[src/rtl/fwrbv_pkg.sv]
// shared types and constants for the fifo with remove-by-value
`timescale 1ns / 1ps
`default_nettype none

package fwrbv_pkg;

  // default sizes
  localparam int unsigned DEPTH_DEF       = 16;
  localparam int unsigned VALUE_WIDTH_DEF = 32;

  // fixed field widths
  localparam int unsigned CMD_W     = 2;
  localparam int unsigned STATUS_W  = 2;
  localparam int unsigned OCC_OUT_W = 5;

  // command codes carried on s_axis_tuser
  typedef enum logic [CMD_W-1:0] {
    CMD_ENQ  = 2'd0,
    CMD_DEQ  = 2'd1,
    CMD_REM  = 2'd2,
    CMD_LIST = 2'd3
  } cmd_e;

  // result status carried on m_axis_tuser
  typedef enum logic [STATUS_W-1:0] {
    ST_OK       = 2'd0,
    ST_FULL     = 2'd1,
    ST_EMPTY    = 2'd2,
    ST_NOTFOUND = 2'd3
  } status_e;

  // operation broadcast to every cell of the chain
  typedef enum logic [2:0] {
    CELL_HOLD,
    CELL_ENQ,
    CELL_SHIFT,
    CELL_MATCH,
    CELL_COMPACT,
    CELL_ROTATE
  } cell_op_e;

endpackage

`default_nettype wire

[src/rtl/fwrbv_cell.sv]
// one storage cell of the compacting queue chain
`timescale 1ns / 1ps
`default_nettype none

module fwrbv_cell #(
  parameter int unsigned IDX         = 0,
  parameter int unsigned OCC_W       = 5,
  parameter int unsigned VALUE_WIDTH = 32
) (
  input  wire                         clk_i,
  input  wire                         rst_ni,
  input  fwrbv_pkg::cell_op_e         op_i,
  input  wire  [OCC_W-1:0]            occ_i,
  input  wire  [VALUE_WIDTH-1:0]      value_i,
  input  wire  [VALUE_WIDTH-1:0]      nbr_i,
  input  wire  [VALUE_WIDTH-1:0]      head_i,
  input  wire                         found_i,
  output logic [VALUE_WIDTH-1:0]      value_o,
  output logic                        found_o
);
  import fwrbv_pkg::*;

  localparam logic [OCC_W-1:0] MY_IDX   = OCC_W'(IDX);
  localparam logic [OCC_W-1:0] MY_IDX_1 = OCC_W'(IDX + 1);

  logic [VALUE_WIDTH-1:0] value_q;
  logic                   match_q;
  logic                   held;

  assign held    = (MY_IDX < occ_i);
  assign value_o = value_q;
  // a match here or closer to the head makes this cell pull from its neighbor
  assign found_o = found_i | match_q;

  // match flag, set while a removal searches
  always_ff @(posedge clk_i or negedge rst_ni) begin
    if (!rst_ni) begin
      match_q <= 1'b0;
    end else if (op_i == CELL_MATCH) begin
      match_q <= held && (value_q == value_i);
    end
  end

  // entry value
  always_ff @(posedge clk_i) begin
    case (op_i)
      CELL_ENQ: begin
        if (occ_i == MY_IDX) value_q <= value_i;
      end
      CELL_SHIFT: begin
        value_q <= nbr_i;
      end
      CELL_COMPACT: begin
        if (found_i || match_q) value_q <= nbr_i;
      end
      CELL_ROTATE: begin
        value_q <= (occ_i == MY_IDX_1) ? head_i : nbr_i;
      end
      default: begin
        value_q <= value_q;
      end
    endcase
  end

endmodule

`default_nettype wire

[src/rtl/fifo_with_remove_by_value_core.sv]
// bounded fifo of signed values with enqueue, dequeue, remove-by-value and list
//
// Input items arrive on s_axis: s_axis_tuser holds the command (enqueue,
// dequeue, remove first match, list) and s_axis_tdata the value. Results
// leave on m_axis: m_axis_tdata holds the value and the occupancy after the
// operation, m_axis_tuser the status (ok, full, empty, not found), and
// m_axis_tlast marks the final result of an item.
// Entries sit in a chain of cells, slot 0 being the head; dequeue shifts the
// whole chain toward the head by one cell, removal only the cells behind the
// first match. Enqueue and dequeue are done at acceptance and their result is
// registered in the cycle after it. Remove first compares every held cell,
// then, once the output register is free, compacts behind the first match
// and registers the result. List starts and then rotates the chain once per
// emitted entry while the output register is free (an empty queue gives one
// empty result). A new item is taken only when no remove or list runs and
// the output register is empty or its result leaves in that same cycle.
// Reset empties the queue; entry contents are not cleared. When the
// receiver stalls, the output register holds and the chain waits with it.
`timescale 1ns / 1ps
`default_nettype none

module fifo_with_remove_by_value_core #(
  parameter int unsigned DEPTH       = fwrbv_pkg::DEPTH_DEF,
  parameter int unsigned VALUE_WIDTH = fwrbv_pkg::VALUE_WIDTH_DEF,
  localparam int unsigned S_TDATA_W  = ((VALUE_WIDTH + 7) / 8) * 8,
  localparam int unsigned M_TDATA_W  = ((VALUE_WIDTH + fwrbv_pkg::OCC_OUT_W + 7) / 8) * 8
) (
  input  wire                              clk_i,
  input  wire                              rst_ni,
  input  wire                              s_axis_tvalid,
  output logic                             s_axis_tready,
  input  wire  [S_TDATA_W-1:0]             s_axis_tdata,  // value
  input  wire  [fwrbv_pkg::CMD_W-1:0]      s_axis_tuser,  // command
  output logic                             m_axis_tvalid,
  input  wire                              m_axis_tready,
  output logic [M_TDATA_W-1:0]             m_axis_tdata,  // value_out, occupancy_out
  output logic [fwrbv_pkg::STATUS_W-1:0]   m_axis_tuser,  // status
  output logic                             m_axis_tlast   // last
);
  import fwrbv_pkg::*;

  localparam int unsigned OCC_W = $clog2(DEPTH + 1);
  localparam logic [OCC_W-1:0] OCC_FULL = OCC_W'(DEPTH);

  typedef enum logic [1:0] {
    S_IDLE,
    S_MATCH,
    S_LIST
  } state_e;

  state_e                  state_q;
  logic [OCC_W-1:0]        occ_q;
  logic [OCC_W-1:0]        cnt_q;
  logic                    out_valid_q;
  logic [VALUE_WIDTH-1:0]  out_value_q;
  status_e                 out_status_q;
  logic                    out_last_q;
  logic [OCC_OUT_W-1:0]    out_occ_q;
  logic [VALUE_WIDTH-1:0]  key_q;

  logic                    out_free;
  logic                    accept;
  cmd_e                    cmd;
  logic [VALUE_WIDTH-1:0]  in_value;
  logic                    is_full;
  logic                    is_empty;
  cell_op_e                cell_op;
  logic [VALUE_WIDTH-1:0]  cell_val [DEPTH];
  logic                    found [DEPTH+1];
  logic                    list_last;

  assign out_free      = !out_valid_q || m_axis_tready;
  assign s_axis_tready = (state_q == S_IDLE) && out_free;
  assign accept        = s_axis_tvalid && s_axis_tready;
  assign cmd           = cmd_e'(s_axis_tuser);
  assign in_value      = s_axis_tdata[VALUE_WIDTH-1:0];
  assign is_full       = (occ_q == OCC_FULL);
  assign is_empty      = (occ_q == '0);
  assign list_last     = (cnt_q == (occ_q - 1'b1));

  assign m_axis_tvalid = out_valid_q;
  assign m_axis_tdata  = M_TDATA_W'({out_occ_q, out_value_q});
  assign m_axis_tuser  = out_status_q;
  assign m_axis_tlast  = out_last_q;

  // operation for the cell chain
  always_comb begin
    cell_op = CELL_HOLD;
    case (state_q)
      S_IDLE: begin
        if (accept) begin
          case (cmd)
            CMD_ENQ:  cell_op = is_full  ? CELL_HOLD : CELL_ENQ;
            CMD_DEQ:  cell_op = is_empty ? CELL_HOLD : CELL_SHIFT;
            CMD_REM:  cell_op = CELL_MATCH;
            default:  cell_op = CELL_HOLD;
          endcase
        end
      end
      S_MATCH: begin
        if (out_free && found[DEPTH]) cell_op = CELL_COMPACT;
      end
      S_LIST: begin
        if (out_free) cell_op = CELL_ROTATE;
      end
      default: cell_op = CELL_HOLD;
    endcase
  end

  // chain of cells, head at index 0
  assign found[0] = 1'b0;
  for (genvar g = 0; g < DEPTH; g++) begin : g_cell
    logic [VALUE_WIDTH-1:0] nbr;
    if (g == DEPTH - 1) begin : g_tail
      assign nbr = cell_val[g];
    end else begin : g_mid
      assign nbr = cell_val[g+1];
    end
    fwrbv_cell #(
      .IDX         (g),
      .OCC_W       (OCC_W),
      .VALUE_WIDTH (VALUE_WIDTH)
    ) u_cell (
      .clk_i   (clk_i),
      .rst_ni  (rst_ni),
      .op_i    (cell_op),
      .occ_i   (occ_q),
      .value_i (in_value),
      .nbr_i   (nbr),
      .head_i  (cell_val[0]),
      .found_i (found[g]),
      .value_o (cell_val[g]),
      .found_o (found[g+1])
    );
  end

  // sequencer, occupancy and output register
  always_ff @(posedge clk_i or negedge rst_ni) begin
    if (!rst_ni) begin
      state_q      <= S_IDLE;
      occ_q        <= '0;
      cnt_q        <= '0;
      out_valid_q  <= 1'b0;
      out_value_q  <= '0;
      out_status_q <= ST_OK;
      out_last_q   <= 1'b0;
      out_occ_q    <= '0;
      key_q        <= '0;
    end else begin
      if (m_axis_tready) out_valid_q <= 1'b0;
      case (state_q)
        S_IDLE: begin
          if (accept) begin
            case (cmd)
              CMD_ENQ: begin
                out_valid_q <= 1'b1;
                out_value_q <= in_value;
                out_last_q  <= 1'b1;
                if (is_full) begin
                  out_status_q <= ST_FULL;
                  out_occ_q    <= OCC_OUT_W'(occ_q);
                end else begin
                  out_status_q <= ST_OK;
                  out_occ_q    <= OCC_OUT_W'(occ_q + 1'b1);
                  occ_q        <= occ_q + 1'b1;
                end
              end
              CMD_DEQ: begin
                out_valid_q <= 1'b1;
                out_last_q  <= 1'b1;
                if (is_empty) begin
                  out_value_q  <= '0;
                  out_status_q <= ST_EMPTY;
                  out_occ_q    <= OCC_OUT_W'(occ_q);
                end else begin
                  out_value_q  <= cell_val[0];
                  out_status_q <= ST_OK;
                  out_occ_q    <= OCC_OUT_W'(occ_q - 1'b1);
                  occ_q        <= occ_q - 1'b1;
                end
              end
              CMD_REM: begin
                key_q   <= in_value;
                state_q <= S_MATCH;
              end
              default: begin
                if (is_empty) begin
                  out_valid_q  <= 1'b1;
                  out_value_q  <= '0;
                  out_status_q <= ST_EMPTY;
                  out_last_q   <= 1'b1;
                  out_occ_q    <= '0;
                end else begin
                  cnt_q   <= '0;
                  state_q <= S_LIST;
                end
              end
            endcase
          end
        end
        S_MATCH: begin
          if (out_free) begin
            out_valid_q <= 1'b1;
            out_value_q <= key_q;
            out_last_q  <= 1'b1;
            if (found[DEPTH]) begin
              out_status_q <= ST_OK;
              out_occ_q    <= OCC_OUT_W'(occ_q - 1'b1);
              occ_q        <= occ_q - 1'b1;
            end else begin
              out_status_q <= ST_NOTFOUND;
              out_occ_q    <= OCC_OUT_W'(occ_q);
            end
            state_q <= S_IDLE;
          end
        end
        S_LIST: begin
          if (out_free) begin
            out_valid_q  <= 1'b1;
            out_value_q  <= cell_val[0];
            out_status_q <= ST_OK;
            out_last_q   <= list_last;
            out_occ_q    <= OCC_OUT_W'(occ_q);
            cnt_q        <= cnt_q + 1'b1;
            if (list_last) state_q <= S_IDLE;
          end
        end
        default: begin
          state_q <= S_IDLE;
        end
      endcase
    end
  end

  // occupancy stays within the store
  a_occ_bound: assert property (@(posedge clk_i) disable iff (!rst_ni)
    occ_q <= OCC_FULL)
    else $error("occupancy above depth");

  // an accepted enqueue into a non-full queue grows it by one
  a_enq_grow: assert property (@(posedge clk_i) disable iff (!rst_ni)
    (accept && cmd == CMD_ENQ && !is_full) |=> occ_q == $past(occ_q) + 1'b1)
    else $error("enqueue did not grow occupancy");

  // a listing runs only over a non-empty queue and within it
  a_list_range: assert property (@(posedge clk_i) disable iff (!rst_ni)
    state_q == S_LIST |-> (occ_q != '0) && (cnt_q < occ_q))
    else $error("list counter out of range");

  // a result without last can only come from a listing in progress
  a_nonlast_list: assert property (@(posedge clk_i) disable iff (!rst_ni)
    (m_axis_tvalid && !m_axis_tlast) |-> state_q == S_LIST)
    else $error("non-final result outside a listing");

  // the occupancy does not change while a listing runs
  a_list_occ: assert property (@(posedge clk_i) disable iff (!rst_ni)
    (state_q == S_LIST && $past(state_q) == S_LIST) |-> $stable(occ_q))
    else $error("occupancy changed during listing");

endmodule

`default_nettype wire
[config.mk]
export PLATFORM = sky130hd
export DESIGN_NAME = fifo_with_remove_by_value_core
export DESIGN_NICKNAME = d
export VERILOG_FILES = /design/src/rtl/fwrbv_pkg.sv /design/src/rtl/fwrbv_cell.sv /design/src/rtl/fifo_with_remove_by_value_core.sv
export SDC_FILE = /design/constraint.sdc
export NUM_CORES = 2
export LEC_CHECK = 0
export ABC_CLOCK_PERIOD_IN_PS = 13900
export BUFFER_PORTS_ARGS = -buffer_cell sky130_fd_sc_hd__buf_4
export CAP_MARGIN = 5
export CORE_AREA = 2 2 271 326
export CTS_CLUSTER_SIZE = 25
export DETAILED_ROUTE_END_ITERATION = 8
export DIE_AREA = 0 0 273 328
export PLACE_DENSITY = 0.52
export SLEW_MARGIN = 20
export SYNTH_ARGS = -nofsm -noshare
export SYNTH_HDL_FRONTEND = slang
export SYNTH_SLANG_ARGS = --single-unit
export TNS_END_PERCENT = 10
[constraint.sdc]
create_clock -name clk_i -period 13.9 [get_ports clk_i]
set_input_delay 2.085 -clock clk_i [delete_from_list [all_inputs] [get_ports clk_i]]
set_output_delay 2.085 -clock clk_i [all_outputs]
set_load 0.01 [all_outputs]
Yosys cells after proc, flatten, opt, wreduce, memory -nomap -nowiden --
Index checks and enable logic that the tools add are counted. W data, S select, Z words.
Storage, ports and cells: memories 0, bits in latches 0, ROM bits 0, register bits 613, memory bits (writable) 0, input port bits 38
Operators by class: div/mod/pow operators 0, equality and inequality tests 87, magnitude comparators 16, add/subtract/negate cells 3, reductions and logical operators 68, $mul 0, muxes and demuxes 121, bitwise gates (word level) 15, shift operators 0
Operator list (number):
- $pmux W32 S4 | 15
- $mux W32 | 52
- $eq A32 B32 Y1 | 16
- $pmux W32 S3 | 2
- $pmux W32 S2 | 1
- $mux W5 | 12
- $ne A2 B1 Y1 const B | 30
- $reduce_and A3 Y1 | 16
- $eq A5 B4 Y1 const B | 8
- $lt A4 B5 Y1 const A | 8
- $pmux W5 S2 | 3
- $pmux W5 S3 | 2
- $mux W2 | 12
- $pmux W2 S3 | 4
- $ne A2 B2 Y1 const B | 11
- $eq A5 B3 Y1 const B | 4
- $lt A3 B5 Y1 const A | 4
- $logic_and A1 B1 Y1 | 19
- $reduce_and A6 Y1 | 3
- $logic_or A1 B1 Y1 | 15
- $or A1 B1 Y1 | 15
- $add A5 B1 Y5 const B | 2
- $eq A5 B2 Y1 const B | 2
- $lt A1 B5 Y1 const A | 2
- other kinds (30) | 52

Longest topological paths before layout --
depth after elaboration 21, mapped depth 13, gate-level depth less buffers 8

Cells and area by module --
Synthesis repeated with hierarchy kept, for this count alone.
Second synthesis, totals: cells, all modules 3287, area total of the unflattened synthesis 38368.0 um^2
Modules (own cells, without submodules):
- fifo_with_remove_by_value_core | cells each 567, area an instance 5201.2 um^2, instances 1, seq. area each 2127.0 um^2
- fwrbv_cell (g_cell[11].u_cell ...) | cells each 168, area an instance 2037.0 um^2, instances 2, seq. area each 985.9 um^2
- fwrbv_cell (g_cell[1].u_cell) | cells each 198, area an instance 2192.1 um^2, instances 1, seq. area each 985.9 um^2
- fwrbv_cell (g_cell[8].u_cell) | cells each 171, area an instance 2113.3 um^2, instances 1, seq. area each 985.9 um^2
- fwrbv_cell (g_cell[12].u_cell) | cells each 169, area an instance 2112.0 um^2, instances 1, seq. area each 985.9 um^2
- fwrbv_cell (g_cell[0].u_cell) | cells each 169, area an instance 2104.5 um^2, instances 1, seq. area each 985.9 um^2
- fwrbv_cell (g_cell[15].u_cell) | cells each 167, area an instance 2087.0 um^2, instances 1, seq. area each 985.9 um^2
- fwrbv_cell (g_cell[14].u_cell) | cells each 167, area an instance 2075.7 um^2, instances 1, seq. area each 985.9 um^2
- fwrbv_cell (g_cell[3].u_cell) | cells each 167, area an instance 2070.7 um^2, instances 1, seq. area each 985.9 um^2
- fwrbv_cell (g_cell[9].u_cell) | cells each 168, area an instance 2068.2 um^2, instances 1, seq. area each 985.9 um^2
- fwrbv_cell (g_cell[13].u_cell) | cells each 168, area an instance 2067.0 um^2, instances 1, seq. area each 985.9 um^2
- fwrbv_cell (g_cell[5].u_cell) | cells each 168, area an instance 2065.7 um^2, instances 1, seq. area each 985.9 um^2
- fwrbv_cell (g_cell[10].u_cell) | cells each 169, area an instance 2048.2 um^2, instances 1, seq. area each 985.9 um^2
- fwrbv_cell (g_cell[7].u_cell) | cells each 168, area an instance 2040.7 um^2, instances 1, seq. area each 985.9 um^2
- +2 rows

Worst setup path after synthesis --
OpenSTA, ideal clock, no wires.
path type in2reg, start point input m_axis_tready, end point register g_cell[15].u_cell.value_q[0] (enable), data required time 13.399 ns, path buffers 3, library setup time 0.501 ns, stages 7, arrival time 6.325 ns, setup slack 7.074 ns, cell sequence nand2b_1 > bufbuf_16 > nand3_1 > o31a_1 > clkbuf_1 > clkbuf_1 > nor4_1
On the way: cells in the longest elaborated chain, start to end 8
RTL lines:
- from (decl) | RTL line fifo_with_remove_by_value_core.sv:35 | input wire m_axis_tready,
- $logic_or A1 B1 Y1 (*) | RTL line fifo_with_remove_by_value_core.sv:72 | assign out_free = !out_valid_q || m_axis_tready;
- $logic_and A1 B1 Y1 | RTL line fifo_with_remove_by_value_core.sv:73 | assign s_axis_tready = (state_q == S_IDLE) && out_free;
- $logic_and A1 B1 Y1 | RTL line fifo_with_remove_by_value_core.sv:74 | assign accept = s_axis_tvalid && s_axis_tready;
- $mux W2 | RTL line fifo_with_remove_by_value_core.sv:91 | if (accept) begin
- $pmux W3 S3 (*) | RTL line fifo_with_remove_by_value_core.sv:89 | case (state_q)
- $eq A3 B1 Y1 or $eq A3 B3 Y1 (tied branches) | RTL line fwrbv_cell.sv:46 | case (op_i)
- $ne A2 B1 Y1 (no line) (tied with other cells)
- $reduce_and A3 Y1 (no line) (*)
- to (signal assigned) | RTL line fwrbv_cell.sv:48 | if (occ_i == MY_IDX) value_q <= value_i;
- to (signal assigned) | RTL line fwrbv_cell.sv:51 | value_q <= nbr_i;
- to (signal assigned) | RTL line fwrbv_cell.sv:54 | if (found_i || match_q) value_q <= nbr_i;
- to (decl) | RTL line fwrbv_cell.sv:26 | logic [VALUE_WIDTH-1:0] value_q;
Mark *: on every way between the ends. The rest lies on a longest branch, timed or not. A chain may end at the register's enable or synchronous reset.

Worst setup path after layout --
start point input m_axis_tready, end point output s_axis_tready
On the way: cells in the longest elaborated chain, start to end 2
RTL lines:
- $logic_or A1 B1 Y1 | RTL line fifo_with_remove_by_value_core.sv:72
- $logic_and A1 B1 Y1 | RTL line fifo_with_remove_by_value_core.sv:73
- to (decl) | RTL line fifo_with_remove_by_value_core.sv:31 | output logic s_axis_tready,
Every way passes these cells.

==> flow_summary.json <==
{
  "gp_congestion": 0.963,
  "drc_errors": 0,
  "antenna_found_initial": 2,
  "min_period_ns": 5.15,
  "drive_gt1_share_pct": 22.2,
  "worstMarginPinSlew_ns": 1.16,
  "post_drt_wl_per_cell_um": 39.2,
  "dp_hpwl_mm": 98.1,
  "io_buffer_count": 79,
  "numCtsBuffers": 70,
  "drt-total-wl_mm": 153,
  "setup_ws_ns": 8.75,
  "fillCellCount": 7924,
  "synth_seq_area_share_pct": 50.9,
  "drtPass1Iterations": 8,
  "post-route-period-util_pct": 37.0,
  "cts_tree": "built",
  "grt_max_degree": 55,
  "drv_slew": 0,
  "r2r-start": "occ_q[1]",
  "clk_latency_ns": 0.65,
  "crit_path_end_kind": "output port",
  "cts.sinks": 613,
  "dieArea_sq_um": 89500,
  "multi_input_area_sq_um": 15400,
  "fp.dieW_um": 273,
  "num-nets-final": 2746,
  "min_from": "out_value_q[17]",
  "setup_viol": 0,
  "std_cell_rows": 118,
  "yosysUniqueCellTypes": 85,
  "area.sequential_sq_um": 17900,
  "drtAntennaViolNets": 0,
  "worst-setup-path-type": "in2out",
  "cts_hold_buf": 0,
  "reg2reg_to": "g_cell[10].u_cell.value_o[5]",
  "syn-instance-count": 2784,
  "reg2reg_slack_ns": 9.12,
  "synth-edff-count": 512,
  "grt_pass1_vias": 26107,
  "required_ns": 11.81,
  "gr-total-overflow": 0,
  "grt_pass1_wl_mm": 210,
  "hold_viol_final": 0,
  "final_common_cell": "edfxtp_1",
  "synth-warning-count": 0,
  "async_reset_ff_share_pct": 16.5,
  "clock_path_buffers": 3,
  "power_density_nw_per_um2": 283,
  "dpl_cell_area_sq_um": 36100,
  "drt_iter0_markers": 3968,
  "die_y_um": 328,
  "synth_ff_type": "edfxtp_1",
  "dp_slack_ns": 7.69,
  "critPathLaunchType": "primary input",
  "hold_path_depth": 2,
  "synth_area_sq_um": 35100,
  "coreArea_sq_um": 86200,
  "crit_arrival_ns": 3.06,
  "max_freq_mhz": 194,
  "post-cts-setup-buffer-count": 0,
  "status": "finished clean",
  "maxSlewHeadroom_pct": 21.8,
  "layout_common_cells": "edfxtp_1, xor2_1, a221o_1, xnor2_1, buf_4",
  "ys_seq_elements": 613,
  "grt_util_all_layers_pct": 33.6,
  "cts_resized": 0,
  "ir_drop_mv": 0.135,
  "skew_ns": 0.0307,
  "num_vias": 26834,
  "syn_area_per_cell_sq_um": 12.6,
  "min_to": "out_value_q[17]",
  "syn_to_final_growth_pct": 9.43,
  "hold_class": "reg2reg",
  "final_area_sq_um": 38500,
  "setup-tns-final_ns": 0,
  "cap_violations": 0,
  "initial_core_util_pct": 40.8,
  "path_max_fanout": 17,
  "rsz0062_at_grt": "no",
  "root_buffer": "clkbuf_16",
  "ff2ff_path_depth": 10,
  "p_leak_nw": 13.5,
  "htree_levels": 3,
  "routed_via_density": 6.89,
  "clk_pin_slew_ns": 0.06,
  "pin_count": 83,
  "fin_util_pct": 44.6
}
cell families after synthesis:
kind of cell	Yosys count	share of synthesized area [%]
simple gates	499	7.90
flops	613	50.9
mux	69	2.23
buf+inv	343	6.19
other cells	1	0.0107
fa+ha+maj	10	0.356
xor+xnor	522	13.0
compound gates	727	19.4
per-stage QoR:
stage / cells / power [mW] / hold slack (ns)
floorplan: 2786 / 6.89 / 0.442
global placement: 3763 / 8.76 / 0.462
detailed placement: 3764 / 8.76 / 0.468
CTS: 3893 / 10.7 / 0.481
global route: 3895 / 11.2 / 0.503
finish: 3897 / 10.9 / 0.483
worst max-delay path: stages:
cell,delay [ns]
buf_4,0.11
nand2b_1,0.41
and2_1,0.31
buf_4,0.14
worst max path at each step:
stage,start,to,slack [ns],cells after the start
after global routing,m_axis_tready,s_axis_tready,8.68,4
after floorplan,m_axis_tready,g_cell[15].u_cell.value_o[0],7.07,7
after detailed placement,m_axis_tready,g_cell[13].u_cell.value_o[11],7.69,7
after global placement,m_axis_tready,g_cell[11].u_cell.value_o[22],7.78,7
final,m_axis_tready,s_axis_tready,8.75,4
after CTS,m_axis_tready,g_cell[13].u_cell.value_o[24],8.36,7
per-layer routing:
metal	up-vias	wire, um	global-route usage, %
met1	13531	58100	43.3
met2	1993	65400	50.1
met5	-	27	0
met4	4	12600	23.5
li1	10825	-	-
met3	481	16600	7.55
power breakdown:
group          internal, mW  switching (mW)
logic                  1.50            3.16
registers              3.40           0.887
clock network          1.12           0.822
total                  6.03            4.87
synth_stat cells, types with 61 or more instances:
| library cell | count | share of area [%] |
|---|---|---|
| nand2_1 | 101 | 1.1 |
| mux2_2 | 64 | 2.1 |
| xor2_1 | 333 | 8.3 |
| xnor2_1 | 189 | 4.7 |
| buf_6 | 80 | 2.6 |
| a221o_2 | 170 | 5.4 |
| edfxtp_1 | 512 | 44 |
| nor4_1 | 90 | 1.6 |
| nand4_1 | 71 | 1.3 |
| o21ai_0 | 74 | 1.1 |
| a221o_1 | 280 | 8.0 |
| clkbuf_1 | 125 | 1.3 |
| buf_1 | 61 | 0.65 |
| dfrtp_1 | 101 | 7.2 |
cell type report:
class / count / area share (%)
Clock buffer: 86 / 4.93
Multi-Input combinational cell: 1830 / 40.2
Antenna cell: 2 / 0.0130
Sequential cell: 613 / 46.5
Clock inverter: 43 / 1.12
Tap cell: 1140 / 3.71
Inverter: 9 / 0.0878
Timing Repair Buffer: 174 / 3.44
registers in the layout, indices dropped and copies added, names as in the netlist, 2 cells and up:
| signal | count |
|---|---|
| g_cell.u_cell.match_q | 16 |
| out_occ_q | 5 |
| g_cell.u_cell.value_o | 512 |
| state_q | 2 |
| m_axis_tuser | 2 |
| occ_q | 5 |
| out_value_q | 32 |
| cnt_q | 5 |
| key_q | 32 |
Power figures use the tool's default switching activity.
